File: src/sv/mkf_pkg.sv
// shared constants, types and code tables of the farnsworth morse keyer
package mkf_pkg;

    localparam int MAX_BEEPS    = 16;
    localparam int MAX_ELEMENTS = 6;

    localparam int BEEP_W  = $clog2(MAX_BEEPS + 1);
    localparam int ELEM_W  = $clog2(MAX_ELEMENTS + 1);
    localparam int DUR_W   = 16;
    localparam int WPM_W   = 6;
    localparam int BCNT_W  = 5;
    localparam int CFG_IDX_W = 2;

    localparam logic [WPM_W-1:0] WPM_LOW     = 6'd5;
    localparam logic [WPM_W-1:0] WPM_HIGH    = 6'd60;
    localparam logic [WPM_W-1:0] WPM_DEFAULT = 6'd20;

    // register indexes
    localparam logic [CFG_IDX_W-1:0] CFG_CHAR_WPM   = 2'd0;
    localparam logic [CFG_IDX_W-1:0] CFG_FARNS_WPM  = 2'd1;
    localparam logic [CFG_IDX_W-1:0] CFG_BEEP_COUNT = 2'd2;

    // 2^16 / 19 rounded up, exact for operands below 2048
    localparam logic [11:0] RECIP_19 = 12'd3450;

    // segment kinds
    localparam logic [2:0] SEG_BEEP_ON  = 3'd0;
    localparam logic [2:0] SEG_BEEP_OFF = 3'd1;
    localparam logic [2:0] SEG_PRE_GAP  = 3'd2;
    localparam logic [2:0] SEG_SPACE    = 3'd3;
    localparam logic [2:0] SEG_LGAP     = 3'd4;
    localparam logic [2:0] SEG_ELEM_ON  = 3'd5;
    localparam logic [2:0] SEG_ELEM_OFF = 3'd6;

    typedef struct packed {
        logic       load;
        logic       emit;
        logic [2:0] seg;
        logic       inc_beep;
        logic       inc_elem;
        logic       set_prev;
        logic       clr_prev;
    } mkf_cmd_t;

    typedef struct packed {
        logic som;
        logic beeps_zero;
        logic beep_last;
        logic is_space;
        logic prev_sym;
        logic no_elems;
        logic elem_last;
        logic out_free;
    } mkf_status_t;

    function automatic logic [WPM_W-1:0] wpm_clamp(input logic [WPM_W-1:0] w);
        logic [WPM_W-1:0] r;
        r = w;
        if (w < WPM_LOW || w > WPM_HIGH)
            r = WPM_DEFAULT;
        return r;
    endfunction

    // (120 + w/2) / w for w in 5..60
    function automatic logic [4:0] dot_units(input logic [WPM_W-1:0] w);
        logic [4:0] r;
        case (w)
            6'd5:  r = 5'd24;
            6'd6:  r = 5'd20;
            6'd7:  r = 5'd17;
            6'd8:  r = 5'd15;
            6'd9:  r = 5'd13;
            6'd10: r = 5'd12;
            6'd11: r = 5'd11;
            6'd12: r = 5'd10;
            6'd13, 6'd14: r = 5'd9;
            6'd15, 6'd16: r = 5'd8;
            6'd17, 6'd18: r = 5'd7;
            6'd19, 6'd20, 6'd21: r = 5'd6;
            6'd22, 6'd23, 6'd24, 6'd25, 6'd26: r = 5'd5;
            6'd27, 6'd28, 6'd29, 6'd30, 6'd31, 6'd32, 6'd33, 6'd34: r = 5'd4;
            6'd35, 6'd36, 6'd37, 6'd38, 6'd39, 6'd40, 6'd41,
            6'd42, 6'd43, 6'd44, 6'd45, 6'd46, 6'd47, 6'd48: r = 5'd3;
            6'd49, 6'd50, 6'd51, 6'd52, 6'd53, 6'd54,
            6'd55, 6'd56, 6'd57, 6'd58, 6'd59, 6'd60: r = 5'd2;
            default: r = 5'd6;
        endcase
        return r;
    endfunction

    // (6000 + w/2) / w for w in 5..60, PARIS word in dot units
    function automatic logic [10:0] word_units(input logic [WPM_W-1:0] w);
        logic [10:0] r;
        case (w)
            6'd5:  r = 11'd1200;
            6'd6:  r = 11'd1000;
            6'd7:  r = 11'd857;
            6'd8:  r = 11'd750;
            6'd9:  r = 11'd667;
            6'd10: r = 11'd600;
            6'd11: r = 11'd545;
            6'd12: r = 11'd500;
            6'd13: r = 11'd462;
            6'd14: r = 11'd429;
            6'd15: r = 11'd400;
            6'd16: r = 11'd375;
            6'd17: r = 11'd353;
            6'd18: r = 11'd333;
            6'd19: r = 11'd316;
            6'd20: r = 11'd300;
            6'd21: r = 11'd286;
            6'd22: r = 11'd273;
            6'd23: r = 11'd261;
            6'd24: r = 11'd250;
            6'd25: r = 11'd240;
            6'd26: r = 11'd231;
            6'd27: r = 11'd222;
            6'd28: r = 11'd214;
            6'd29: r = 11'd207;
            6'd30: r = 11'd200;
            6'd31: r = 11'd194;
            6'd32: r = 11'd188;
            6'd33: r = 11'd182;
            6'd34: r = 11'd176;
            6'd35: r = 11'd171;
            6'd36: r = 11'd167;
            6'd37: r = 11'd162;
            6'd38: r = 11'd158;
            6'd39: r = 11'd154;
            6'd40: r = 11'd150;
            6'd41: r = 11'd146;
            6'd42: r = 11'd143;
            6'd43: r = 11'd140;
            6'd44: r = 11'd136;
            6'd45: r = 11'd133;
            6'd46: r = 11'd130;
            6'd47: r = 11'd128;
            6'd48: r = 11'd125;
            6'd49: r = 11'd122;
            6'd50: r = 11'd120;
            6'd51: r = 11'd118;
            6'd52: r = 11'd115;
            6'd53: r = 11'd113;
            6'd54: r = 11'd111;
            6'd55: r = 11'd109;
            6'd56: r = 11'd107;
            6'd57: r = 11'd105;
            6'd58: r = 11'd103;
            6'd59: r = 11'd102;
            6'd60: r = 11'd100;
            default: r = 11'd300;
        endcase
        return r;
    endfunction

    // marker bit then elements msb first, 1 = dash; zero for unknown
    function automatic logic [7:0] lookup_code(input logic [7:0] c);
        logic [7:0] u;
        logic [7:0] r;
        u = (c >= 8'h61 && c <= 8'h7A) ? c - 8'd32 : c;
        case (u)
            8'h41: r = 8'h05;
            8'h42: r = 8'h18;
            8'h43: r = 8'h1A;
            8'h44: r = 8'h0C;
            8'h45: r = 8'h02;
            8'h46: r = 8'h12;
            8'h47: r = 8'h0E;
            8'h48: r = 8'h10;
            8'h49: r = 8'h04;
            8'h4A: r = 8'h17;
            8'h4B: r = 8'h0D;
            8'h4C: r = 8'h14;
            8'h4D: r = 8'h07;
            8'h4E: r = 8'h06;
            8'h4F: r = 8'h0F;
            8'h50: r = 8'h16;
            8'h51: r = 8'h1D;
            8'h52: r = 8'h0A;
            8'h53: r = 8'h08;
            8'h54: r = 8'h03;
            8'h55: r = 8'h09;
            8'h56: r = 8'h11;
            8'h57: r = 8'h0B;
            8'h58: r = 8'h19;
            8'h59: r = 8'h1B;
            8'h5A: r = 8'h1C;
            8'h30: r = 8'h3F;
            8'h31: r = 8'h2F;
            8'h32: r = 8'h27;
            8'h33: r = 8'h23;
            8'h34: r = 8'h21;
            8'h35: r = 8'h20;
            8'h36: r = 8'h30;
            8'h37: r = 8'h38;
            8'h38: r = 8'h3C;
            8'h39: r = 8'h3E;
            8'h2F: r = 8'h32;
            8'h2D: r = 8'h61;
            default: r = 8'h00;
        endcase
        return r;
    endfunction

    // number of elements: position of the marker bit, capped
    function automatic logic [ELEM_W-1:0] code_len(input logic [7:0] code);
        logic [ELEM_W-1:0] r;
        r = '0;
        for (int i = 1; i < 8; i++) begin
            if (code[i])
                r = ELEM_W'(i);
        end
        if (int'(r) > MAX_ELEMENTS)
            r = ELEM_W'(MAX_ELEMENTS);
        return r;
    endfunction

endpackage

File: src/sv/mkf_char_if.sv
// character input channel
interface mkf_char_if;
    logic       valid;
    logic       ready;
    logic [7:0] char_code;
    logic       start_of_message;

    modport source (output valid, output char_code, output start_of_message, input ready);
    modport sink   (input valid, input char_code, input start_of_message, output ready);
endinterface

File: src/sv/mkf_seg_if.sv
// key segment output channel
interface mkf_seg_if;
    logic        valid;
    logic        ready;
    logic        tone_on;
    logic [15:0] duration_ms;
    logic        is_preamble;
    logic        last_of_run;

    modport source (output valid, output tone_on, output duration_ms,
                    output is_preamble, output last_of_run, input ready);
    modport sink   (input valid, input tone_on, input duration_ms,
                    input is_preamble, input last_of_run, output ready);
endinterface

File: src/sv/mkf_timing.sv
// configuration registers and two-stage dot / gap unit computation
module mkf_timing
    import mkf_pkg::*;
(
    input  logic                 clk,
    input  logic                 rst_n,
    input  logic                 cfg_we,
    input  logic [CFG_IDX_W-1:0] cfg_index,
    input  logic [WPM_W-1:0]     cfg_wdata,
    output logic [DUR_W-1:0]     dot_ms,
    output logic [DUR_W-1:0]     gap_ms,
    output logic [BEEP_W-1:0]    beeps
);

    logic [WPM_W-1:0]  char_wpm_reg;
    logic [WPM_W-1:0]  farns_wpm_reg;
    logic [BCNT_W-1:0] beep_count_reg;

    logic [4:0]  dot_t_reg, dot_t_next;
    logic [10:0] word_t_reg, word_t_next;
    logic [9:0]  elem_t_reg, elem_t_next;
    logic        slow_reg, slow_next;
    logic [DUR_W-1:0] dot_ms_reg, dot_ms_next;
    logic [DUR_W-1:0] gap_unit_ms_reg, gap_unit_ms_next;

    logic [WPM_W-1:0] cw, ew;
    logic [10:0] diff;
    logic [22:0] prod;
    logic [6:0]  q, g;

    always_ff @(posedge clk or negedge rst_n) begin
        if (!rst_n) begin
            char_wpm_reg   <= WPM_DEFAULT;
            farns_wpm_reg  <= WPM_DEFAULT;
            beep_count_reg <= '0;
        end else if (cfg_we) begin
            case (cfg_index)
                CFG_CHAR_WPM:   char_wpm_reg   <= cfg_wdata;
                CFG_FARNS_WPM:  farns_wpm_reg  <= cfg_wdata;
                CFG_BEEP_COUNT: beep_count_reg <= cfg_wdata[BCNT_W-1:0];
                default: ;
            endcase
        end
    end

    // stage 1: table lookups and element time
    always_comb begin
        cw          = wpm_clamp(char_wpm_reg);
        ew          = wpm_clamp(farns_wpm_reg);
        dot_t_next  = dot_units(cw);
        word_t_next = word_units(ew);
        elem_t_next = 10'(dot_t_next * 5'd31);
        slow_next   = ew < cw;
    end

    // stage 2: (word - elem + 9) / 19 through reciprocal, floor at one dot
    always_comb begin
        diff = word_t_reg - {1'b0, elem_t_reg} + 11'd9;
        prod = 23'(diff * RECIP_19);
        q    = prod[22:16];
        g    = (q < {2'b00, dot_t_reg}) ? {2'b00, dot_t_reg} : q;
        dot_ms_next = DUR_W'(dot_t_reg * 4'd10);
        if (slow_reg && word_t_reg > {1'b0, elem_t_reg})
            gap_unit_ms_next = DUR_W'(g * 4'd10);
        else
            gap_unit_ms_next = dot_ms_next;
    end

    always_ff @(posedge clk or negedge rst_n) begin
        if (!rst_n) begin
            dot_t_reg       <= 5'd6;
            word_t_reg      <= 11'd300;
            elem_t_reg      <= 10'd186;
            slow_reg        <= 1'b0;
            dot_ms_reg      <= 16'd60;
            gap_unit_ms_reg <= 16'd60;
        end else begin
            dot_t_reg       <= dot_t_next;
            word_t_reg      <= word_t_next;
            elem_t_reg      <= elem_t_next;
            slow_reg        <= slow_next;
            dot_ms_reg      <= dot_ms_next;
            gap_unit_ms_reg <= gap_unit_ms_next;
        end
    end

    assign dot_ms = dot_ms_reg;
    assign gap_ms = gap_unit_ms_reg;
    assign beeps  = (int'(beep_count_reg) > MAX_BEEPS) ? BEEP_W'(MAX_BEEPS)
                                                        : BEEP_W'(beep_count_reg);

endmodule

File: src/sv/mkf_datapath.sv
// item registers, counters and output register of the keyer
module mkf_datapath
    import mkf_pkg::*;
(
    input  logic              clk,
    input  logic              rst_n,
    input  mkf_cmd_t          cmd,
    input  logic [7:0]        in_char,
    input  logic              in_som,
    input  logic [DUR_W-1:0]  dot_ms,
    input  logic [DUR_W-1:0]  gap_ms,
    input  logic [BEEP_W-1:0] beeps,
    input  logic              out_ready,
    output mkf_status_t       status,
    output logic              out_valid,
    output logic              out_key,
    output logic [DUR_W-1:0]  out_dur,
    output logic              out_pre,
    output logic              out_last
);

    logic              som_reg;
    logic              space_reg;
    logic [7:0]        code_reg;
    logic [ELEM_W-1:0] len_reg;
    logic              prev_reg;
    logic [BEEP_W-1:0] beep_idx_reg;
    logic [ELEM_W-1:0] elem_idx_reg;

    logic              out_valid_reg;
    logic              out_key_reg, out_key_next;
    logic [DUR_W-1:0]  out_dur_reg, out_dur_next;
    logic              out_pre_reg, out_pre_next;
    logic              out_last_reg, out_last_next;

    logic [7:0]        in_code;
    logic [ELEM_W-1:0] bit_sel;
    logic              dash;
    logic [DUR_W-1:0]  dot3, dot5, gap3, gap7;

    assign in_code = lookup_code(in_char);

    always_ff @(posedge clk or negedge rst_n) begin
        if (!rst_n) begin
            prev_reg     <= 1'b0;
            beep_idx_reg <= '0;
            elem_idx_reg <= '0;
        end else begin
            if (cmd.load) begin
                beep_idx_reg <= '0;
                elem_idx_reg <= '0;
                if (in_som)
                    prev_reg <= 1'b0;
            end
            if (cmd.inc_beep)
                beep_idx_reg <= beep_idx_reg + 1'b1;
            if (cmd.inc_elem)
                elem_idx_reg <= elem_idx_reg + 1'b1;
            if (cmd.set_prev)
                prev_reg <= 1'b1;
            if (cmd.clr_prev)
                prev_reg <= 1'b0;
        end
    end

    always_ff @(posedge clk) begin
        if (cmd.load) begin
            som_reg   <= in_som;
            space_reg <= (in_char == 8'h20);
            code_reg  <= in_code;
            len_reg   <= code_len(in_code);
        end
    end

    always_comb begin
        status.som        = som_reg;
        status.beeps_zero = (beeps == '0);
        status.beep_last  = ({1'b0, beep_idx_reg} + 1'b1) == {1'b0, beeps};
        status.is_space   = space_reg;
        status.prev_sym   = prev_reg;
        status.no_elems   = (len_reg == '0);
        status.elem_last  = ({1'b0, elem_idx_reg} + 1'b1) == {1'b0, len_reg};
        status.out_free   = !out_valid_reg || out_ready;
    end

    // elements go out msb first below the marker bit
    assign bit_sel = len_reg - 1'b1 - elem_idx_reg;
    assign dash    = code_reg[bit_sel];

    assign dot3 = DUR_W'({dot_ms, 1'b0}) + dot_ms;
    assign dot5 = DUR_W'({dot_ms, 2'b00}) + dot_ms;
    assign gap3 = DUR_W'({gap_ms, 1'b0}) + gap_ms;
    assign gap7 = DUR_W'({gap_ms, 3'b000}) - gap_ms;

    always_comb begin
        out_key_next  = 1'b0;
        out_dur_next  = '0;
        out_pre_next  = 1'b0;
        out_last_next = 1'b0;
        case (cmd.seg)
            SEG_BEEP_ON: begin
                out_key_next = 1'b1;
                out_dur_next = dot3;
                out_pre_next = 1'b1;
            end
            SEG_BEEP_OFF: begin
                out_dur_next = dot5;
                out_pre_next = 1'b1;
            end
            SEG_PRE_GAP: begin
                out_dur_next  = gap3;
                out_pre_next  = 1'b1;
                // unknown character after the preamble adds nothing
                out_last_next = !space_reg && (len_reg == '0);
            end
            SEG_SPACE: begin
                out_dur_next  = gap7;
                out_last_next = 1'b1;
            end
            SEG_LGAP: begin
                out_dur_next  = gap3;
                out_last_next = (len_reg == '0);
            end
            SEG_ELEM_ON: begin
                out_key_next  = 1'b1;
                out_dur_next  = dash ? dot3 : dot_ms;
                out_last_next = status.elem_last;
            end
            SEG_ELEM_OFF: begin
                out_dur_next = dot_ms;
            end
            default: ;
        endcase
    end

    always_ff @(posedge clk or negedge rst_n) begin
        if (!rst_n)
            out_valid_reg <= 1'b0;
        else if (cmd.emit)
            out_valid_reg <= 1'b1;
        else if (out_ready)
            out_valid_reg <= 1'b0;
    end

    always_ff @(posedge clk) begin
        if (cmd.emit) begin
            out_key_reg  <= out_key_next;
            out_dur_reg  <= out_dur_next;
            out_pre_reg  <= out_pre_next;
            out_last_reg <= out_last_next;
        end
    end

    assign out_valid = out_valid_reg;
    assign out_key   = out_key_reg;
    assign out_dur   = out_dur_reg;
    assign out_pre   = out_pre_reg;
    assign out_last  = out_last_reg;

endmodule

File: src/sv/mkf_ctrl.sv
// segment sequencer state machine
module mkf_ctrl
    import mkf_pkg::*;
(
    input  logic        clk,
    input  logic        rst_n,
    input  logic        in_valid,
    output logic        in_ready,
    input  mkf_status_t status,
    output mkf_cmd_t    cmd
);

    localparam logic [3:0] ST_IDLE     = 4'd0;
    localparam logic [3:0] ST_START    = 4'd1;
    localparam logic [3:0] ST_CHAR     = 4'd2;
    localparam logic [3:0] ST_BEEP_ON  = 4'd3;
    localparam logic [3:0] ST_BEEP_OFF = 4'd4;
    localparam logic [3:0] ST_PRE_GAP  = 4'd5;
    localparam logic [3:0] ST_SPACE    = 4'd6;
    localparam logic [3:0] ST_LGAP     = 4'd7;
    localparam logic [3:0] ST_ELEM_ON  = 4'd8;
    localparam logic [3:0] ST_ELEM_OFF = 4'd9;

    logic [3:0] state_reg, state_next;

    always_ff @(posedge clk or negedge rst_n) begin
        if (!rst_n)
            state_reg <= ST_IDLE;
        else
            state_reg <= state_next;
    end

    always_comb begin
        state_next = state_reg;
        cmd        = '0;
        in_ready   = (state_reg == ST_IDLE);
        case (state_reg)
            ST_IDLE: begin
                if (in_valid) begin
                    cmd.load   = 1'b1;
                    state_next = ST_START;
                end
            end
            ST_START: begin
                if (status.som && !status.beeps_zero)
                    state_next = ST_BEEP_ON;
                else
                    state_next = ST_CHAR;
            end
            ST_CHAR: begin
                if (status.is_space)
                    state_next = ST_SPACE;
                else if (status.prev_sym)
                    state_next = ST_LGAP;
                else if (!status.no_elems)
                    state_next = ST_ELEM_ON;
                else begin
                    cmd.set_prev = 1'b1;
                    state_next   = ST_IDLE;
                end
            end
            ST_BEEP_ON: begin
                if (status.out_free) begin
                    cmd.emit   = 1'b1;
                    cmd.seg    = SEG_BEEP_ON;
                    state_next = status.beep_last ? ST_PRE_GAP : ST_BEEP_OFF;
                end
            end
            ST_BEEP_OFF: begin
                if (status.out_free) begin
                    cmd.emit     = 1'b1;
                    cmd.seg      = SEG_BEEP_OFF;
                    cmd.inc_beep = 1'b1;
                    state_next   = ST_BEEP_ON;
                end
            end
            ST_PRE_GAP: begin
                if (status.out_free) begin
                    cmd.emit   = 1'b1;
                    cmd.seg    = SEG_PRE_GAP;
                    state_next = ST_CHAR;
                end
            end
            ST_SPACE: begin
                if (status.out_free) begin
                    cmd.emit     = 1'b1;
                    cmd.seg      = SEG_SPACE;
                    cmd.clr_prev = 1'b1;
                    state_next   = ST_IDLE;
                end
            end
            ST_LGAP: begin
                if (status.out_free) begin
                    cmd.emit = 1'b1;
                    cmd.seg  = SEG_LGAP;
                    if (status.no_elems) begin
                        cmd.set_prev = 1'b1;
                        state_next   = ST_IDLE;
                    end else begin
                        state_next = ST_ELEM_ON;
                    end
                end
            end
            ST_ELEM_ON: begin
                if (status.out_free) begin
                    cmd.emit = 1'b1;
                    cmd.seg  = SEG_ELEM_ON;
                    if (status.elem_last) begin
                        cmd.set_prev = 1'b1;
                        state_next   = ST_IDLE;
                    end else begin
                        state_next = ST_ELEM_OFF;
                    end
                end
            end
            ST_ELEM_OFF: begin
                if (status.out_free) begin
                    cmd.emit     = 1'b1;
                    cmd.seg      = SEG_ELEM_OFF;
                    cmd.inc_elem = 1'b1;
                    state_next   = ST_ELEM_ON;
                end
            end
            default: state_next = ST_IDLE;
        endcase
    end

endmodule

File: src/sv/morse_keyer_farnsworth.sv
// top level of the farnsworth morse keyer
//
//   channel   dir   beat contents
//   char_in   in    char_code[7:0], start_of_message
//   seg_out   out   tone_on, duration_ms[15:0], is_preamble, last_of_run
//   cfg       in    cfg_we, cfg_index[1:0], cfg_wdata[5:0] (write only)
//
// an item is loaded in idle, passes the start and char states, then emits its
// segments, up to 16 preamble beeps and a 6 element character. the sequencer
// hands one segment per cycle to the output register; a stalled seg_out holds
// it. dot and gap lengths follow a register write through the timing pipeline
// registers and reset to their defaults. char_in is ready only between items
module morse_keyer_farnsworth
    import mkf_pkg::*;
(
    input  logic                 clk,
    input  logic                 rst_n,
    mkf_char_if.sink             char_in,
    mkf_seg_if.source            seg_out,
    input  logic                 cfg_we,
    input  logic [CFG_IDX_W-1:0] cfg_index,
    input  logic [WPM_W-1:0]     cfg_wdata
);

    mkf_cmd_t          cmd;
    mkf_status_t       status;
    logic [DUR_W-1:0]  dot_ms;
    logic [DUR_W-1:0]  gap_ms;
    logic [BEEP_W-1:0] beeps;

    mkf_timing u_timing (
        .clk       (clk),
        .rst_n     (rst_n),
        .cfg_we    (cfg_we),
        .cfg_index (cfg_index),
        .cfg_wdata (cfg_wdata),
        .dot_ms    (dot_ms),
        .gap_ms    (gap_ms),
        .beeps     (beeps)
    );

    mkf_ctrl u_ctrl (
        .clk      (clk),
        .rst_n    (rst_n),
        .in_valid (char_in.valid),
        .in_ready (char_in.ready),
        .status   (status),
        .cmd      (cmd)
    );

    mkf_datapath u_datapath (
        .clk       (clk),
        .rst_n     (rst_n),
        .cmd       (cmd),
        .in_char   (char_in.char_code),
        .in_som    (char_in.start_of_message),
        .dot_ms    (dot_ms),
        .gap_ms    (gap_ms),
        .beeps     (beeps),
        .out_ready (seg_out.ready),
        .status    (status),
        .out_valid (seg_out.valid),
        .out_key   (seg_out.tone_on),
        .out_dur   (seg_out.duration_ms),
        .out_pre   (seg_out.is_preamble),
        .out_last  (seg_out.last_of_run)
    );

endmodule

File: src/flat_wrapper.sv
// flat-port wrapper written by rule: the top's interface ports become plain ports
module morse_keyer_farnsworth_flat import mkf_pkg::*;
  (clk, rst_n, cfg_we, cfg_index, cfg_wdata, char_in_valid, char_in_char_code, char_in_start_of_message, char_in_ready, seg_out_valid, seg_out_tone_on, seg_out_duration_ms, seg_out_is_preamble, seg_out_last_of_run, seg_out_ready);
  mkf_char_if char_in_i ();
  mkf_seg_if seg_out_i ();
  input  logic clk;
  input  logic rst_n;
  input  logic cfg_we;
  input  logic [CFG_IDX_W-1:0] cfg_index;
  input  logic [WPM_W-1:0] cfg_wdata;
  input wire logic [$bits(char_in_i.valid)-1:0] char_in_valid;
  input wire logic [$bits(char_in_i.char_code)-1:0] char_in_char_code;
  input wire logic [$bits(char_in_i.start_of_message)-1:0] char_in_start_of_message;
  output wire logic [$bits(char_in_i.ready)-1:0] char_in_ready;
  output wire logic [$bits(seg_out_i.valid)-1:0] seg_out_valid;
  output wire logic [$bits(seg_out_i.tone_on)-1:0] seg_out_tone_on;
  output wire logic [$bits(seg_out_i.duration_ms)-1:0] seg_out_duration_ms;
  output wire logic [$bits(seg_out_i.is_preamble)-1:0] seg_out_is_preamble;
  output wire logic [$bits(seg_out_i.last_of_run)-1:0] seg_out_last_of_run;
  input wire logic [$bits(seg_out_i.ready)-1:0] seg_out_ready;
  assign char_in_i.valid = char_in_valid;
  assign char_in_i.char_code = char_in_char_code;
  assign char_in_i.start_of_message = char_in_start_of_message;
  assign char_in_ready = char_in_i.ready;
  assign seg_out_valid = seg_out_i.valid;
  assign seg_out_tone_on = seg_out_i.tone_on;
  assign seg_out_duration_ms = seg_out_i.duration_ms;
  assign seg_out_is_preamble = seg_out_i.is_preamble;
  assign seg_out_last_of_run = seg_out_i.last_of_run;
  assign seg_out_i.ready = seg_out_ready;
  morse_keyer_farnsworth u_core (.clk(clk), .rst_n(rst_n), .char_in(char_in_i), .seg_out(seg_out_i), .cfg_we(cfg_we), .cfg_index(cfg_index), .cfg_wdata(cfg_wdata));
endmodule
File: config.mk
export PLATFORM = sky130hd
export DESIGN_NAME = morse_keyer_farnsworth_flat
export DESIGN_NICKNAME = d
export VERILOG_FILES = /design/src/sv/mkf_pkg.sv /design/src/sv/mkf_char_if.sv /design/src/sv/mkf_seg_if.sv /design/src/sv/mkf_timing.sv /design/src/sv/mkf_datapath.sv /design/src/sv/mkf_ctrl.sv /design/src/sv/morse_keyer_farnsworth.sv /design/src/flat_wrapper.sv
export SDC_FILE = /design/constraint.sdc
export NUM_CORES = 1
export LEC_CHECK = 0
export ABC_AREA = 0
export BUFFER_PORTS_ARGS = -buffer_cell sky130_fd_sc_hd__buf_2
export CORE_MARGIN = 5
export CORE_UTILIZATION = 60
export CTS_BUF_LIST = sky130_fd_sc_hd__clkbuf_8 sky130_fd_sc_hd__clkbuf_16
export DETAILED_ROUTE_END_ITERATION = 10
export GPL_TIMING_DRIVEN = 1
export HOLD_SLACK_MARGIN = 0.15
export PLACE_DENSITY = 0.81
export SLEW_MARGIN = 25
export SYNTH_ARGS = -nofsm -noshare
export SYNTH_HDL_FRONTEND = slang
export SYNTH_SLANG_ARGS = --single-unit
File: constraint.sdc
create_clock -name clk -period 11 [get_ports clk]
set_input_delay 2.2 -clock clk [delete_from_list [all_inputs] [get_ports clk]]
set_output_delay 2.2 -clock clk [all_outputs]
set_load 0.01 [all_outputs]
# [Word level (Yosys, flattened, before mapping)]
# Memory sizes are Yosys's and may differ from the RTL's. A register that Yosys moved wholly into a read port is not among the register bits.
# Index checks and enable logic that the tools add are counted.
[op_classes] add_sub_neg=13 n_mul=4 order_cmp=12 n_eq_ne=28 muxes=68 reduce_logical=29
[op_table] op="16-bit case mux with 6 select lines" n=1
[op_table] op="4-bit 2-to-1 mux" n=18
[op_table] op="4-bit case mux with 10 select lines" n=1
[op_table] op="4-bit case mux with 7 select lines" n=1
[op_table] op="3-bit 2-to-1 mux" n=9
[op_table] op="1-bit 2-to-1 mux" n=24
[op_table] op="11-bit by 11-bit multiplier with 22-bit output (second input constant)" n=1
[op_table] op="11-bit 2-to-1 mux" n=2
[op_table] op="5-bit 2-to-1 mux" n=4
[op_table] op="16-bit adder" n=1
[op_table] op="4-bit by 3-bit equality test with 1-bit output (second input constant)" n=4
[op_table] op="8-bit 2-to-1 mux" n=2
[op_table] op="16-bit subtractor" n=1
[op_table] op="2-bit by 1-bit != test with 1-bit output (second input constant)" n=7
[op_table] op="11-bit by 9-bit adder with 12-bit output" n=1
[op_table] op="6-bit > comparator (second input constant)" n=2
[op_table] op="6-bit by 3-bit less-than comparator with 1-bit output (second input constant)" n=2
[op_table] op="6-bit 2-to-1 mux" n=2
[op_table] op="10-bit by 9-bit adder with 11-bit output" n=1
[op_table] op="11-bit by 4-bit adder with 11-bit output (second input constant)" n=1
[op_table] op="11-bit by 10-bit > comparator with 1-bit output" n=1
[op_table] op="11-bit by 10-bit subtractor with 11-bit output" n=1
[op_table] op="5-bit by 5-bit multiplier with 10-bit output (second input constant)" n=1
[op_table] op="7-bit by 3-bit multiplier with 10-bit output (second input constant)" n=1
[op_table] op="44 further kinds" n=65
[word_totals] ff_bits=103 mem_bits_ro=1920 inputBits=22 output_inout_bits=21 word_cells=179 mem_count=3
[memory_table] memory="(name not given)" words=128 width=7 rd=1 rd_clocked_by_memory_dff=0 wr=0 line_no="mkf_pkg.sv:161" rtl="case (u)"
[memory_table] memory="(name not given)" words=64 width=11 rd=1 rd_clocked_by_memory_dff=1 wr=0 line_no="mkf_pkg.sv:94" rtl="case (w)"
[memory_table] memory="(name not given)" words=64 width=5 rd=1 rd_clocked_by_memory_dff=0 wr=0 line_no="mkf_pkg.sv:67" rtl="case (w)"

# [Logic depth before layout (Yosys ltp)]
# Gate-level depths: netlist (run 1).
# An unclocked memory read counts as a cell.
[logic_depth] word_depth=14 ltp_mapped=44 ltp_nobuf=43

# [Cells and area by module]
# A second synthesis (run 1) with hierarchy kept.
[hier_totals] hier_cells=1558 hier_area_um2=13750.7
[modules_own_cells] module="mkf_timing" instances=1 cells_each=857 area_per_inst_um2=7958.9
[modules_own_cells] module="mkf_datapath" instances=1 cells_each=618 area_per_inst_um2=5257.5
[modules_own_cells] module="mkf_ctrl" instances=1 cells_each=83 area_per_inst_um2=534.3

# [Least setup slack after synthesis (run 1)]
# Ideal clock, no wire load.
[synth_timing] path_type="reg-to-reg" from="register u_core.u_timing.elem_t_reg[5]" to="register u_core.u_timing.gap_unit_ms_reg[8] (netlist: u_core.u_timing.gap_ms[8])" setup_ns=0.125 arrival_ns=9.346 t_required_ns=10.875 slack_ns=1.529 stages_incl_launch_ff=40 period_less_slack_ns=9.471 path_cell_list="dfstp_2 > inv_1 > ha_1 > inv_1 > fa_1 > or4b_1 > o22ai_2 > xnor2_1 > inv_1 > ha_1 > or2_2 > fa_1 > fa_1 > fa_1 > inv_1 > fa_1 > inv_1 > ha_1 > [4 not listed] > o21a_1 > nor2_1 > xnor2_1 > ha_1 > a211oi_1 > nand3_1 > nor2_1 > a221oi_1 > or3_1 > buf_6 > mux2_4 > ha_1 > ha_1 > fa_1 > a21o_1 > a21oi_1 > xnor2_1 > mux2_2"
[synth_via] elab_chain_cells=7 elab_cells_between_ends=9 cone_classes="add/sub: 2; mul: 2; order compare: 2; mux: 2; reduce/logical: 1"
[synth_rtl] element="start, declared" line_no="mkf_timing.sv:21" rtl="logic [9:0] elem_t_reg, elem_t_next;"
[synth_rtl] element="start signal, assigned" line_no="mkf_timing.sv:80" rtl="elem_t_reg <= elem_t_next;"
[synth_rtl] element="11-bit by 10-bit subtractor with 11-bit output" line_no="mkf_timing.sv:58" rtl="diff = word_t_reg - {1'b0, elem_t_reg} + 11'd9;"
[synth_rtl] element="11-bit by 4-bit adder with 11-bit output" line_no="mkf_timing.sv:58"
[synth_rtl] element="11-bit by 11-bit multiplier with 22-bit output" line_no="mkf_timing.sv:59" rtl="prod = 23'(diff * RECIP_19);"
[synth_rtl] element="7-bit by 5-bit less-than comparator with 1-bit output" line_no="mkf_timing.sv:61" rtl="g = (q < {2'b00, dot_t_reg}) ? {2'b00, dot_t_reg} : q;"
[synth_rtl] element="7-bit 2-to-1 mux" line_no="mkf_timing.sv:61"
[synth_rtl] element="7-bit by 3-bit multiplier with 10-bit output" line_no="mkf_timing.sv:64" rtl="gap_unit_ms_next = DUR_W'(g * 4'd10);"
[synth_rtl] element="11-bit 2-to-1 mux *" line_no="mkf_timing.sv:63" rtl="if (slow_reg && word_t_reg > {1'b0, elem_t_reg})"
[synth_rtl] element="net u_core.u_timing.gap_unit_ms_next[8]" line_no="mkf_timing.sv:24" rtl="logic [DUR_W-1:0] gap_unit_ms_reg, gap_unit_ms_next;"
[synth_rtl] element="end signal, assigned" line_no="mkf_timing.sv:83" rtl="gap_unit_ms_reg <= gap_unit_ms_next;"
[synth_rtl] element="end, declared" line_no="mkf_timing.sv:24"
# The timed path passes the listed nets; every way through them passes the cells marked *.
# A chain may end at the register's enable or synchronous reset.

# [Worst setup path in the final report (run 1)]
# Same ends and word-level chain as after synthesis.

==> results of run 1 <==
-- metrics by stage --
| step | std cells | hold WS, ns | setup WS (ns) | area, um2 |
|---|---|---|---|---|
| finish | 1609 | 0.403 | 0.683 | 12700 |
| global route | 1609 | 0.412 | 0.126 | 12700 |
| CTS | 1609 | 0.402 | 0.708 | 12700 |
| detailed placement | 1593 | 0.396 | 0.738 | 12400 |
| floorplan | 1321 | 0.374 | 1.53 | 12000 |
| global placement | 1593 | 0.391 | 1.02 | 12400 |
-- worst max path at each step --
stage                                                to                                     from  cells past startpoint  slack [ns]
finish              u_core.u_timing.gap_ms[8]$_DFF_PN0_  u_core.u_timing.elem_t_reg[5]$_DFF_PN1_                     38        0.68
global route        u_core.u_timing.gap_ms[8]$_DFF_PN0_  u_core.u_timing.elem_t_reg[5]$_DFF_PN1_                     38        0.13
CTS                 u_core.u_timing.gap_ms[8]$_DFF_PN0_  u_core.u_timing.elem_t_reg[5]$_DFF_PN1_                     38        0.71
detailed placement  u_core.u_timing.gap_ms[8]$_DFF_PN0_  u_core.u_timing.elem_t_reg[5]$_DFF_PN1_                     38        0.74
global placement    u_core.u_timing.gap_ms[8]$_DFF_PN0_  u_core.u_timing.elem_t_reg[5]$_DFF_PN1_                     38        1.02
floorplan           u_core.u_timing.gap_ms[8]$_DFF_PN0_  u_core.u_timing.elem_t_reg[5]$_DFF_PN1_                     39        1.53
-- synth_stat cells, drive strengths merged, types with 4 or more instances --
library cell / number
o31ai: 6
dfstp: 23
buf: 5
mux2: 31
and3: 5
a22oi: 5
a221oi: 5
xnor2: 53
a21boi: 4
nor2b: 20
a21o: 25
nor4: 7
mux2i: 8
nand4: 5
o21ai: 76
nor3: 20
o21a: 9
a21oi: 93
dfrtp: 52
o22ai: 10
and2: 7
nand2: 92
a221o: 4
xor2: 25
o21bai: 6
fa: 59
inv: 159
nand3b: 10
or3: 7
clkbuf: 34
edfxtp: 30
nand3: 23
a32oi: 5
a211oi: 12
nor2: 98
o221ai: 6
o211ai: 8
ha: 197
a31oi: 5
nand2b: 24
or2: 5
-- worst max-delay path: cells and delay by family (launching register included) --
kind / cells / cell delay, ns
buf+inv: 5 / 0.48
xor+xnor: 3 / 0.59
simple gates: 7 / 1.79
compound gates: 9 / 1.80
flops: 1 / 0.52
mux: 2 / 0.61
fa+ha+maj: 12 / 4.41
-- cells in the final DEF, fill, tap and decap left out, drive strengths merged, types with 10 or more instances in the layout --
cell | Yosys | routed
ha | 197 | 197
inv | 159 | 162
nor2 | 98 | 98
a21oi | 93 | 93
nand2 | 92 | 92
o21ai | 76 | 76
fa | 59 | 59
xnor2 | 53 | 53
dfrtp | 52 | 52
buf | 5 | 46
mux2 | 31 | 31
edfxtp | 30 | 30
a21o | 25 | 25
xor2 | 25 | 25
nand2b | 24 | 24
nand3 | 23 | 23
dfstp | 23 | 23
nor2b | 20 | 20
nor3 | 20 | 20
a211oi | 12 | 12
nand3b | 10 | 10
o22ai | 10 | 10
-- per-layer routing --
metal	part of all wire (%)	GRT usage, %
met5	0	0
met4	1.6	5.26
met3	5.2	3.45
met2	49	40.0
met1	44	32.0
-- area by class of cell --
| type | instances | area, um2 |
|---|---|---|
| multi-input cells | 1015 | 8440 |
| fillers | 1609 | 6850 |
| flip-flops and latches | 105 | 2810 |
| inverters | 162 | 621 |
| well taps | 265 | 332 |
| repair buffers | 46 | 249 |
| clock buffers | 9 | 225 |
| clock inverters | 7 | 62.6 |
-- logic make-up (layout without fill, tap and decap cells) --
| kind of cell | after synthesis | in the layout | share of synthesized area, % |
|---|---|---|---|
| adders and majority gates | 256 | 256 | 30.3 |
| other | 1 | 1 | 0.0312 |
| muxes | 41 | 41 | 4.10 |
| xor gates and xnor gates | 78 | 78 | 6.12 |
| buffers and inverters | 201 | 224 | 6.53 |
| AOI/OAI and AO/OA | 303 | 303 | 16.0 |
| DFF | 105 | 105 | 23.3 |
| and+or+nand+nor | 336 | 336 | 13.6 |
==> impl_results.md, run 1 <==
- Final Util: 65.0%
- Worst path max stage delay: 0.56 ns
- CTS sink cnt: 105
- Syn_area_per_cell: 9.11 um2
- RD Place Congestion: 0.932
- Initial antenna violation count: 0
- Top cell type's share of synthesized area: 20.5%
- Overflow after GRT: 0
- Syn Std Cell Area: 0.0120 mm2
- Crit Path Category: flop to flop
- CTS tree: done
- Max-slew violations: 0
- Pre-antenna DRT Iters: 5
- Global Route Usage Sum: 23.5%
- Hold Path Cell Cnt: 0
- Setup Skew: 0.00726 ns
- Hold Vio Cnt, Final: 0
- Period Utilization, post-route: 93.8%
- Critical R2R Capture: u_core.u_timing.gap_ms[8]$_DFF_PN0_
- Hold wc startpoint: u_core.u_timing.dot_t_reg[1]$_DFF_PN1_
- Netlist cell types: 83
- Minimum clock period: 10.32 ns
- Hold endpoint: u_core.u_timing.dot_ms[2]$_DFF_PN1_
- Setup TNS: 0 ns
- R2R Path Start: u_core.u_timing.elem_t_reg[5]$_DFF_PN1_
- Critical path capture point type: flop
- Diodes inserted: 0
- Antenna viol nets, final: 0
- Routed via count: 9,430
- P&R area growth vs syn: 5.90%
- Syn Nets: 1,599
- Effective utilization at floorplan: 61.4%
- Die area: 0.0230 mm2
- First-pass GRT wire length: 43,900 um
- Post-synth EDFFs: 30
- I/O pin cnt: 43
- CORE AREA: 0.0196 mm2
- Worst min path class: flop to flop
- Rel. slew slack: 40.3%
- Worst R2R Path Depth: 38
- Setup slack, reg-to-reg: 0.68 ns
- DRC Markers: 0
- DP Wirelength: 21,200 um
- Biggest area consumer among synthesized cells: ha_1
- Root Driver: clkbuf_16
- Main area contributors after synthesis: ha_1 20%, dfrtp_1 11%, fa_1 9.8%
- Clk Latency, worst-skew pair: 0.36 ns
- Crit path max fanout: 6
- RSZ-0062 raised after global routing: false
- Run status: finished clean
- Async SR Flop Fraction: 71.4%
- Total Nets Final: 1,617
- Vias in the first global route: 9,303
- Worst Max-Slew Pin Slew: 0.894 ns
- CTS buffer count: 9
- Sequential-to-total area share from yosys stat: 23.3%
- # H-tree levels: 3
- Largest net degree at the start of global routing: 76
- Clk buf depth: 2
- Final Setup Violations: 0
- # Max-Cap Violations: 0
- Achievable clock frequency: 0.0969 GHz
- Critical Path RT: 11.25 ns
- Routed len/inst: 16.3 um
- Port Buffers: 41
- Share of cells above drive strength 1: 10.0%
- Die Wd: 152 um
- Critical Path AT: 10.56 ns
- Postcts setup bufs: 0
- CP startpoint kind: flop
- Dominant synthesized flop cell: dfrtp_1
- Num rows: 51
- Clock slew at reported path FFs: 0.07 ns
- Register bit total from synthesis: 105
- Die Y-Extent: 152 um
- WL final: 26,200 um
- Iteration-0 DRC Markers: 688
- Slowest CP cell: or4b_1
- Hold Buf Count CTS: 0
- Yosys warning count: 0
- Synthesized instance count: 1,321
- Max reg flops: 15
- Post-cts gate resize count: 0
- Via-to-Cell Ratio: 5.86
Power of run 1 is not shown: default switching activity piles up to over one toggle a cycle in this logic, so the estimate is an artifact.
==> inputs of run 2 (changes only) <==
==> constraint.sdc (replaced) <==
create_clock -name clk -period 9.8 [get_ports clk]
set_input_delay 1.96 -clock clk [delete_from_list [all_inputs] [get_ports clk]]
set_output_delay 1.96 -clock clk [all_outputs]
set_load 0.01 [all_outputs]
==> run 2 against run 1 <==
  * Worst hold slack worse by 0.00050 ns
  * Largest cell class unchanged
  * First-iteration DRC count is 4.2% higher
  * Worst setup slack worse by 0.44 ns
  * Highest routed layer unchanged
  * Via count is 1.4% higher
  * Critical endpoint unchanged
  * Register-to-register slack worse by 0.44 ns
  * Critical path depth stayed put
  * Fmax is 7.9% higher
  * Wire length is 1.8% higher
  * Non-clock buffer count is 18 higher
  * Clock skew is 0.00060 ns lower
==> impl_results.md, run 2 (synthesis gave the netlist of run 1 again) <==
- Max reg flops: 15
- Clk buf depth: 2
- Share of cells above drive strength 1: 13.2%
- Minimum clock period: 9.56 ns
- CP startpoint kind: flop
- Rel. slew slack: 33.2%
- DRC Markers: 0
- Period Utilization, post-route: 97.5%
- CORE AREA: 0.0196 mm2
- Die Y-Extent: 152 um
- Hold Vio Cnt, Final: 0
- Routed len/inst: 16.4 um
- CTS sink cnt: 105
- Slowest CP cell: or4b_4
- Critical path capture point type: flop
- Port Buffers: 41
- Vias in the first global route: 9,301
- CTS buffer count: 9
- Achievable clock frequency: 0.105 GHz
- First-pass GRT wire length: 44,300 um
- Critical Path RT: 10.04 ns
- Setup Skew: 0.00665 ns
- I/O pin cnt: 43
- Critical Path Most Common Cell: inv_1
- RD Place Congestion: 0.929
- Crit Path Category: flop to flop
- Total Nets Final: 1,635
- Via-to-Cell Ratio: 5.88
- # H-tree levels: 3
- Clk Latency, worst-skew pair: 0.36 ns
- Die Wd: 152 um
- Min Hold Slack: 0.403 ns
- Crit path max fanout: 5
- Overflow after GRT: 0
- Hold Path Cell Cnt: 0
- Root Driver: clkbuf_16
- Largest net degree at the start of global routing: 76
- # Max-Cap Violations: 0
- Final non-filler cell total: 1,627
- Worst R2R Path Depth: 38
- Global Route Usage Sum: 23.7%
- Hold Buf Count CTS: 0
- Most frequent cells in the layout: 190 x ha_1, 155 x inv_1, 97 x nor2_1
- Max-slew violations: 0
- Diodes inserted: 0
- Pre-antenna DRT Iters: 5
- Critical Path AT: 9.80 ns
- Placed cells: 1,604
- Effective utilization at floorplan: 61.4%
- Routed via count: 9,564
- P&R area growth vs syn: 8.68%
- Antenna viol nets, final: 0
- Die area: 0.0230 mm2
- Initial antenna violation count: 0
- WL final: 26,700 um
- DP Wirelength: 21,300 um
- Worst path max stage delay: 0.57 ns
- Final Setup Violations: 0
- Num rows: 51
- Worst Max-Slew Pin Slew: 0.991 ns
- Iteration-0 DRC Markers: 717
- Clock slew at reported path FFs: 0.07 ns
- Run status: finished clean
- Most common library cell in the layout ignoring fill and taps: ha_1
- CTS tree: done
- Worst min path class: flop to flop
[run 2: cell count changes in the layout (fill, tap and decap cells not counted), sizes merged]
cell,previous run,this run
clkinvlp,2,0
buf,46,64
bufinv,0,1
inv,162,163
[run 2: through the flow]
step,setup slack [ns],setup TNS (ns),area (um2),utilization [%]
6_report,0.241,0,13100,66.7
5_1_grt,-0.242,-0.646,13100,66.7
4_1_cts,0.0104,0,12800,65.6
3_5_place_dp,-0.228,-0.507,12500,64.0
3_3_place_gp,0.119,0,12500,63.9
2_1_floorplan,0.329,0,12000,-
[run 2: what timing repair did]
action | CTS | global route
endpoints found under the setup margin | 3 | 6
pin swaps | 0 | 12
buffers inserted | 0 | 7
endpoints found under the hold margin | 0 | 0
resized for setup | 3 | 29
[run 2: worst paths after layout]
check / start / to / slack (ns)
worst max-delay path: u_core.u_timing.elem_t_reg[5]$_DFF_PN1_ / u_core.u_timing.gap_ms[8]$_DFF_PN0_ / 0.24
worst min-delay path: u_core.u_timing.dot_t_reg[1]$_DFF_PN1_ / u_core.u_timing.dot_ms[2]$_DFF_PN1_ / 0.40
worst max register to register: u_core.u_timing.elem_t_reg[5]$_DFF_PN1_ / u_core.u_timing.gap_ms[8]$_DFF_PN0_ / 0.24
worst min register to register: u_core.u_timing.dot_t_reg[1]$_DFF_PN1_ / u_core.u_timing.dot_ms[2]$_DFF_PN1_ / 0.40
max in group asynchronous: rst_n / u_core.u_ctrl.state_reg[2]$_DFFE_PN0P_ / 7.69
min in group asynchronous: rst_n / u_core.u_timing.word_t_reg[9]$_DFF_PN0_ / 1.60
[run 2: layer usage]
metal,share of wire [%],track usage (%)
met1,43,31.0
met2,51,41.1
met3,4.6,3.33
met4,2.2,6.87
met5,0,0
[run 2: final cells by class]
type,instances,area (um2)
clock buffer,9,225
tap,265,332
sequential,105,2810
clock inverter,7,76.3
inverter,162,623
multi-input combinational,1015,8630
fill,1496,6520
timing repair buffer,64,384
[run 2: critical path: cells and delay by family, from the launching register on]
| family | cells | cell delay, ns |
|---|---|---|
| buffers and inverters | 5 | 0.32 |
| xor gates and xnor gates | 3 | 0.48 |
| AOI/OAI and AO/OA | 9 | 1.58 |
| adders and majority gates | 12 | 4.25 |
| DFF | 1 | 0.52 |
| muxes | 2 | 0.59 |
| and+or+nand+nor | 7 | 1.71 |
Power of run 2 is left out for the same reason.
==> inputs of run 3 (changes only) <==
==> constraint.sdc (replaced) <==
create_clock -name clk -period 9.8 [get_ports clk]
set_input_delay 0 -clock clk [delete_from_list [all_inputs] [get_ports clk]]
set_output_delay 0 -clock clk [all_outputs]
set_load 0.01 [all_outputs]
==> run 3 against run 2 <==
  * Global-route usage is 0.22 points higher
  * Sequential share of layout area fell by 0.26 points
  * Cell area increased by 1.2%
  * Worst hold slack worse by 0.22 ns
  * Critical path depth is the same
  * Via count grew 0.81%
  * Clock skew down 0.0010 ns
  * Core utilization grew 0.82 points
  * Critical endpoint unchanged
==> impl_results.md, run 3 (synthesis gave the netlist of run 1 again) <==
- Most frequent cells in the layout: 190 x ha_1, 155 x inv_1, 97 x nor2_1
- Clk Latency, worst-skew pair: 0.35 ns
- Worst R2R Path Depth: 38
- Crit Path Category: flop to flop
- Achievable clock frequency: 0.105 GHz
- Run status: finished clean
- CTS tree: done
- P&R area growth vs syn: 10.0%
- Initial antenna violation count: 0
- Routed via count: 9,641
- CP startpoint: u_core.u_timing.elem_t_reg[5]$_DFF_PN1_
- Worst path max stage delay: 0.57 ns
- Via-to-Cell Ratio: 5.87
- Diodes inserted: 0
- Setup slack, reg-to-reg: 0.23 ns
- CTS sink cnt: 105
- Final Util: 67.6%
- WL final: 27,000 um
- CTS buffer count: 9
- Most common library cell in the layout ignoring fill and taps: ha_1
- Root Driver: clkbuf_16
- Rel. slew slack: 33.8%
- Critical Path RT: 10.04 ns
- Critical path capture point type: flop
- R2R Path Start: u_core.u_timing.elem_t_reg[5]$_DFF_PN1_
- Worst min path class: primary input to flop
- Clk buf depth: 2
- Slowest CP cell: or4b_4
- # Max-Cap Violations: 0
- Pre-antenna DRT Iters: 5
- Worst Max-Slew Pin Slew: 0.983 ns
- Routed len/inst: 16.4 um
- Worst setup margin: 0.234 ns
- CORE AREA: 0.0196 mm2
- Total Nets Final: 1,651
- RD Place Congestion: 0.929
- I/O pin cnt: 43
- Num rows: 51
- Pre-CTS setup slack: -0.228 ns
- Effective utilization at floorplan: 61.4%
- Max reg flops: 15
- Antenna viol nets, final: 0
- Share of cells above drive strength 1: 13.1%
- Die Wd: 152 um
- # H-tree levels: 3
- Setup Skew: 0.00561 ns
- Final Setup Violations: 0
- Minimum clock period: 9.57 ns
- Critical Path Most Common Cell: inv_1
- Iteration-0 DRC Markers: 711
- Critical R2R Capture: u_core.u_timing.gap_ms[8]$_DFF_PN0_
- CP startpoint kind: flop
- Clock slew at reported path FFs: 0.07 ns
- Vias in the first global route: 9,419
- Critical Path AT: 9.81 ns
- First-pass GRT wire length: 44,700 um
- Critical Path End: u_core.u_timing.gap_ms[8]$_DFF_PN0_
- DRC Markers: 0
- Global Route Usage Sum: 23.9%
- Port Buffers: 41
- Overflow after GRT: 0
- Crit path max fanout: 5
- DP Wirelength: 21,300 um
- Largest net degree at the start of global routing: 76
- Period Utilization, post-route: 97.6%
- Max-slew violations: 0
- Die Y-Extent: 152 um
- Hold Vio Cnt, Final: 0
- Die area: 0.0230 mm2
[run 3: cell types whose count changed in the layout (fill, tap and decap cells not counted)]
cell           change
dlygate4sd3_1     +16
[run 3: layer usage]
layer | share of wire (%) | up-vias | GRT usage, %
met1 | 43 | 4607 | 31.3
met5 | 0 | - | 0
met4 | 2.0 | 0 | 7.14
met3 | 4.8 | 42 | 3.30
met2 | 51 | 283 | 41.5
li1 | - | 4709 | -
[run 3: metrics by stage]
stage,instance area [um2],cells,setup TNS (ns),hold slack [ns]
after detailed placement,12500,1604,-0.507,0.196
after CTS,13000,1636,0,0.172
after global placement,12500,1604,0,0.186
final,13200,1643,0,0.181
after floorplan,12000,1321,0,-0.296
after global routing,13200,1643,-0.652,0.190
[run 3: what timing repair did]
action,in CTS,in global routing
gates resized for setup,3,29
pin swaps,0,12
endpoints found under the setup margin,3,6
hold buffers,16,0
hold endpoints to repair,76,0
setup buffers,0,7
[run 3: cell type report]
cell class | instances | area (um2)
clock buffers | 9 | 225
clock inverters | 7 | 76.3
fillers | 1479 | 6350
inverters | 162 | 623
multi-input cells | 1015 | 8630
flip-flops and latches | 105 | 2810
well taps | 265 | 332
repair buffers | 80 | 544
[run 3: worst max-delay path: cells and delay by family (launching register included)]
kind | cells | cell delay [ns]
AOI/OAI and AO/OA | 9 | 1.58
muxes | 2 | 0.59
xor gates and xnor gates | 3 | 0.48
and+or+nand+nor | 7 | 1.70
adders and majority gates | 12 | 4.26
buffers and inverters | 5 | 0.32
DFF | 1 | 0.52
[run 3: worst min path at each step]
| stage | endpoint | cells past startpoint | startpoint |
|---|---|---|---|
| 4_1_cts | u_core.u_timing.beep_count_reg[0]$_DFFE_PN0P_ | 3 | cfg_index[1] |
| 2_1_floorplan | u_core.u_ctrl.state_reg[0]$_DFFE_PN0P_ | 0 | rst_n |
| 5_1_grt | u_core.u_datapath.space_reg$_DFFE_PP_ | 3 | char_in_char_code[5] |
| 6_report | u_core.u_datapath.space_reg$_DFFE_PP_ | 3 | char_in_char_code[5] |
| 3_5_place_dp | u_core.u_timing.word_t_reg[9]$_DFF_PN0_ | 1 | rst_n |
| 3_3_place_gp | u_core.u_timing.word_t_reg[9]$_DFF_PN0_ | 1 | rst_n |
Power of run 3 is left out for the same reason.
